## config.mk

```make
export PLATFORM = sky130hd
export DESIGN_NAME = pnn_dist_unit
export DESIGN_NICKNAME = d
export VERILOG_FILES = /design/src/sv/assert_macros.svh /design/src/sv/pnn_pkg.sv /design/src/sv/pnn_dist_unit.sv
export SDC_FILE = /design/constraint.sdc
export NUM_CORES = 2
export LEC_CHECK = 0
export ABC_AREA = 1
export ABC_CLOCK_PERIOD_IN_PS = 6050
export BUFFER_PORTS_ARGS = -buffer_cell sky130_fd_sc_hd__buf_2
export CORE_ASPECT_RATIO = 0.7
export CORE_MARGIN = 3
export CORE_UTILIZATION = 62
export DETAILED_ROUTE_END_ITERATION = 12
export PLACE_DENSITY = 0.8
export SLEW_MARGIN = 20
export SYNTH_ARGS = -nofsm -noshare
export SYNTH_HDL_FRONTEND = slang
export SYNTH_SLANG_ARGS = --single-unit
```

## constraint.sdc

```tcl
create_clock -name clk -period 6.05 [get_ports clk]
set_input_delay 0.605 -clock clk [delete_from_list [all_inputs] [get_ports clk]]
set_output_delay 0.605 -clock clk [all_outputs]
set_load 0.02 [all_outputs]
```

## src/sv/assert_macros.svh

```systemverilog
// Assertion macros shared by the RTL of the nearest-neighbor search unit.
// Expects a clock named clk and an active-low reset named rst_n in scope.
`ifndef ASSERT_MACROS_SVH
`define ASSERT_MACROS_SVH

// Checked only out of reset.
`define ASSERT_SYNC(label, prop, msg) \
    label: assert property (@(posedge clk) disable iff (!rst_n) prop) else $error(msg);

// Checked at every edge, reset included.
`define ASSERT_ALWAYS(label, prop, msg) \
    label: assert property (@(posedge clk) prop) else $error(msg);

`endif

```

## src/sv/pnn_pkg.sv

```systemverilog
// Types and constants for the nearest-neighbor search unit.
// No dependencies; used by pnn_dist_unit and the top level.
package pnn_pkg;

    localparam int COORD_BITS = 16;
    localparam int DIST_BITS  = 34;
    localparam int INDEX_BITS = 10;
    localparam int SQ_BITS    = 2 * COORD_BITS;

    localparam logic [1:0] OP_CLEAR = 2'd0;
    localparam logic [1:0] OP_LOAD  = 2'd1;
    localparam logic [1:0] OP_QUERY = 2'd2;

    typedef struct packed {
        logic [1:0]                   op;
        logic signed [COORD_BITS-1:0] coord_x;
        logic signed [COORD_BITS-1:0] coord_y;
        logic signed [COORD_BITS-1:0] coord_z;
    } pnn_req_t;

    typedef struct packed {
        logic [INDEX_BITS-1:0] nearest_index;
        logic [DIST_BITS-1:0]  squared_distance;
        logic                  store_empty;
    } pnn_rsp_t;

    typedef struct packed {
        logic signed [COORD_BITS-1:0] x;
        logic signed [COORD_BITS-1:0] y;
        logic signed [COORD_BITS-1:0] z;
    } pnn_point_t;

    // Travels alongside each point through the distance pipeline.
    typedef struct packed {
        logic vld;
        logic last;
    } pnn_tag_t;

endpackage

```

## src/sv/pnn_dist_unit.sv

```systemverilog
// Pipelined squared-distance unit: abs difference, square and sum stages.
// Depends on pnn_pkg.
module pnn_dist_unit
    import pnn_pkg::*;
(
    input  logic                 clk,
    input  logic                 rst_n,
    input  pnn_tag_t             tag_in,
    input  pnn_point_t           ref_pt,
    input  pnn_point_t           qry_pt,
    output pnn_tag_t             tag_out,
    output logic [DIST_BITS-1:0] sq_dist
);

    pnn_tag_t tag_a_reg, tag_b_reg, tag_c_reg;

    logic [COORD_BITS-1:0] adx_reg, ady_reg, adz_reg;
    logic [SQ_BITS-1:0]    sqx_reg, sqy_reg, sqz_reg;
    logic [DIST_BITS-1:0]  sum_reg;

    logic signed [COORD_BITS:0] dx, dy, dz;
    logic [COORD_BITS-1:0]      adx, ady, adz;

    always_comb
    begin
        dx = {ref_pt.x[COORD_BITS-1], ref_pt.x} - {qry_pt.x[COORD_BITS-1], qry_pt.x};
        dy = {ref_pt.y[COORD_BITS-1], ref_pt.y} - {qry_pt.y[COORD_BITS-1], qry_pt.y};
        dz = {ref_pt.z[COORD_BITS-1], ref_pt.z} - {qry_pt.z[COORD_BITS-1], qry_pt.z};
        // magnitude always fits COORD_BITS unsigned
        adx = dx[COORD_BITS] ? COORD_BITS'(-dx) : dx[COORD_BITS-1:0];
        ady = dy[COORD_BITS] ? COORD_BITS'(-dy) : dy[COORD_BITS-1:0];
        adz = dz[COORD_BITS] ? COORD_BITS'(-dz) : dz[COORD_BITS-1:0];
    end

    always_ff @(posedge clk or negedge rst_n)
    begin
        if (!rst_n)
        begin
            tag_a_reg <= '0;
            tag_b_reg <= '0;
            tag_c_reg <= '0;
        end
        else
        begin
            tag_a_reg <= tag_in;
            tag_b_reg <= tag_a_reg;
            tag_c_reg <= tag_b_reg;
        end
    end

    always_ff @(posedge clk)
    begin
        adx_reg <= adx;
        ady_reg <= ady;
        adz_reg <= adz;
        sqx_reg <= adx_reg * adx_reg;
        sqy_reg <= ady_reg * ady_reg;
        sqz_reg <= adz_reg * adz_reg;
        sum_reg <= DIST_BITS'(sqx_reg) + DIST_BITS'(sqy_reg) + DIST_BITS'(sqz_reg);
    end

    assign tag_out = tag_c_reg;
    assign sq_dist = sum_reg;

endmodule

```

==> results.md <==
* Reg2reg path depth at 19
* CTS Root Cell: clkbuf_16
* Status: complete, no violations
* DRT Pass-1 Iters at 7
* Clock sinks at around 180
* Worst-path clk slew at around 0.08 ns
* Vias in the first global route at between 20,000 and 30,000
* Fraction of final layout cells sized beyond drive strength 1 at 0.0596
* Max FO, Critical Path at 10
* Initial Util at 0.636
* Max Clock Skew at 0.0181 ns
* Setup slack, reg-to-reg at 0.25 ns
* Num CTS Buffers at 17
* CTS tree: done
* Worst endpoint data arrival time at between 6 and 7 ns
* Reg-to-Reg End: sqy_reg[24]$_DFF_P_
* Worst EP required at between 6 and 7 ns
* Grt ovf at 0
* Yosys warns at 0
* FMAX at between 150 and 200 MHz
* Port bufs at 135
* Die height at slightly below 200 um
* Total GRT Usage at 0.275
* Final #Nets at a little over 5,000
* Most frequent cells in the layout: inv_1 (1,100), nand2_1 (862), fa_1 (521), ha_1 (383), nor2_1 (196)
* Final Hold Fails at 0
* CP Capture Type: flop
* Hold path startpoint: tag_in[1]
* Routed wire per std cell at about 15 um
* Hold endpoint: tag_a_reg[1]$_DFF_PN0_
* Initial antenna violation count at 1
* Setup_tns at 0 ns
* Skew-Pair Late Insertion Delay at 0.47 ns
* Cell row count at approximately 70
* Hold Path Depth at 1
* Sequential area share after synthesis at 0.115
* Ant diodes at 0
* Final GP Congestion at roughly 0.97
* Crit path cell chain: buf_4 -> nand2_1 -> fa_1 -> fa_1 -> inv_1 -> fa_1 -> fa_1 -> fa_1 -> inv_1 -> fa_1 -> inv_1 -> ha_1 -> a21oi_1 -> nand2_1 -> a21oi_1 -> a21boi_0 -> inv_1 -> a21oi_1 -> xnor2_1
* Max reg flops at 34
* Post-DR vias/cell at between 5 and 6
* Post-synth EDFFs at 0
* DR iter-0 viols at ~2,000
* Core area at ~50,000 um2
* Largest net degree at the start of global routing at 19
* Critical Path Source Type: flop
* Cell area after synthesis at around 32,000 um2
* Post-Synthesis Cells at around 4,000
* Unrepaired setup endpoints after global routing: no
* Worst Tran Pin Value at ~0.66 ns
* Max-Cap Viols at 0
* Commonest non-fill, non-tap cell in the layout: inv_1
* Synthesis-to-layout area growth at 6.41%
* Final setup viols at 0
* Max Buffers Root-to-Sink at 2
* Slew Limit Fails at 0
* Largest stage delay on the critical path at just over 0.6 ns
* Async S/R FF share, synth at 0.0331
* Antenna Nets Post-Route at 0
* Yosys reg bits at approximately 180
* Routed via count at between 20,000 and 25,000
* DIE WIDTH at ~280 um
* Boundary pin count at approximately 140
* First-pass GRT wire length at 122 mm
* Main synth FF type: dfxtp_1
* Synth cell types at a little over 40
* Residual DRC count at 0
* Post-Route WL at slightly above 70 mm
* Rel. slew slack at 0.554
* Critical path type: flop to flop
* Die ar. at around 54,000 um2
* Syn Area/Cell at approximately 8 um2
* Slowest stage cell, crit path: dfxtp_1
* HP Class: primary input to flop
* CTS H-tree depth at 4
* CP most frequent cell: fa_1
* Tmin final at 5.80 ns
* Dpl hpwl at 62.0 mm
* R2r startpoint: ady_reg[7]$_DFF_P_
* Tcrit/Tclk final at 0.959
[routing by layer]
layer / global-route usage / part of all wire
met4: 0.0459 / 0.012
met3: 0.0696 / 0.097
met2: 0.409 / 0.42
met5: 0 / 0
met1: 0.411 / 0.47
[stage by stage]
stage | hold slack (ns) | setup slack (ns) | cells | cell area (um2) | utilization
after floorplan | 0.309 | 0.611 | 4032 | 31800 | -
after global placement | 0.333 | 0.371 | 4779 | 33300 | 0.665
after detailed placement | 0.335 | 0.217 | 4779 | 33300 | 0.665
after CTS | 0.230 | 0.143 | 4812 | 33800 | 0.676
after global routing | 0.225 | 0.0000555 | 4812 | 33900 | 0.677
final | 0.253 | 0.246 | 4812 | 33900 | 0.677
[critical path: cells and delay by family, from the launching register on]
kind / cells / cell delay (ns)
XOR/XNOR: 1 / 0.14
buffers and inverters: 5 / 0.49
AND/OR/NAND/NOR: 2 / 0.21
flip-flops: 1 / 0.61
adder cells (fa/ha/maj): 7 / 3.32
AO/OA/AOI/OAI: 4 / 0.96
[logic make-up (layout without fill, tap and decap cells)]
logic type / after synthesis / count (layout) / synth area share
and+or+nand+nor: 1235 / 1235 / 0.155
other: 1 / 3 / 0.000118
DFF: 181 / 181 / 0.115
AOI/OAI and AO/OA: 331 / 331 / 0.0578
buffers and inverters: 1191 / 1306 / 0.141
xor gates and xnor gates: 187 / 187 / 0.0527
adders and majority gates: 904 / 904 / 0.478
[synthesized netlist by cell type (all sizes together), types with 8 or more instances]
cell type,n,area [um2]
a21oi,166,835
xnor2,56,490
clkbuf,87,327
or2,8,50.1
o21bai,18,135
nand4,19,119
nand2,867,3270
dfxtp,175,3500
xor2,131,1180
ha,383,4790
fa,521,10400
nor3,25,125
inv,1100,4130
nand3,108,551
a21o,17,128
nor2,197,742
o21ai,90,454
a31oi,18,113
[repair_timing]
action / 4_1_cts / 5_1_grt
setup endpoints to repair: 0 / 15
hold buffers: 1 / 0
gates resized for setup: 0 / 20
buffers inserted: 0 / 0
endpoints found under the hold margin: 6 / 0
[worst max path at each step]
stage	end	startpoint	slack (ns)
2_1_floorplan	sqy_reg[24]$_DFF_P_	ady_reg[11]$_DFF_P_	0.61
3_3_place_gp	sqy_reg[24]$_DFF_P_	ady_reg[10]$_DFF_P_	0.37
3_5_place_dp	sqy_reg[24]$_DFF_P_	ady_reg[10]$_DFF_P_	0.22
4_1_cts	sqy_reg[24]$_DFF_P_	ady_reg[9]$_DFF_P_	0.14
5_1_grt	sqy_reg[24]$_DFF_P_	ady_reg[14]$_DFF_P_	0.00006
6_report	sqy_reg[24]$_DFF_P_	ady_reg[7]$_DFF_P_	0.25
[layout make-up]
type                    count  area, um2
clock inverters            13        133
repair buffers            174        971
well taps                 665        832
multi-input cells        2660      23700
fillers                  4159      16200
clock buffers              19        433
inverters                1100       4130
flip-flops and latches    181       3680
Power is not shown: default switching activity piles up to over one toggle a cycle in this logic, so the estimate is an artifact.
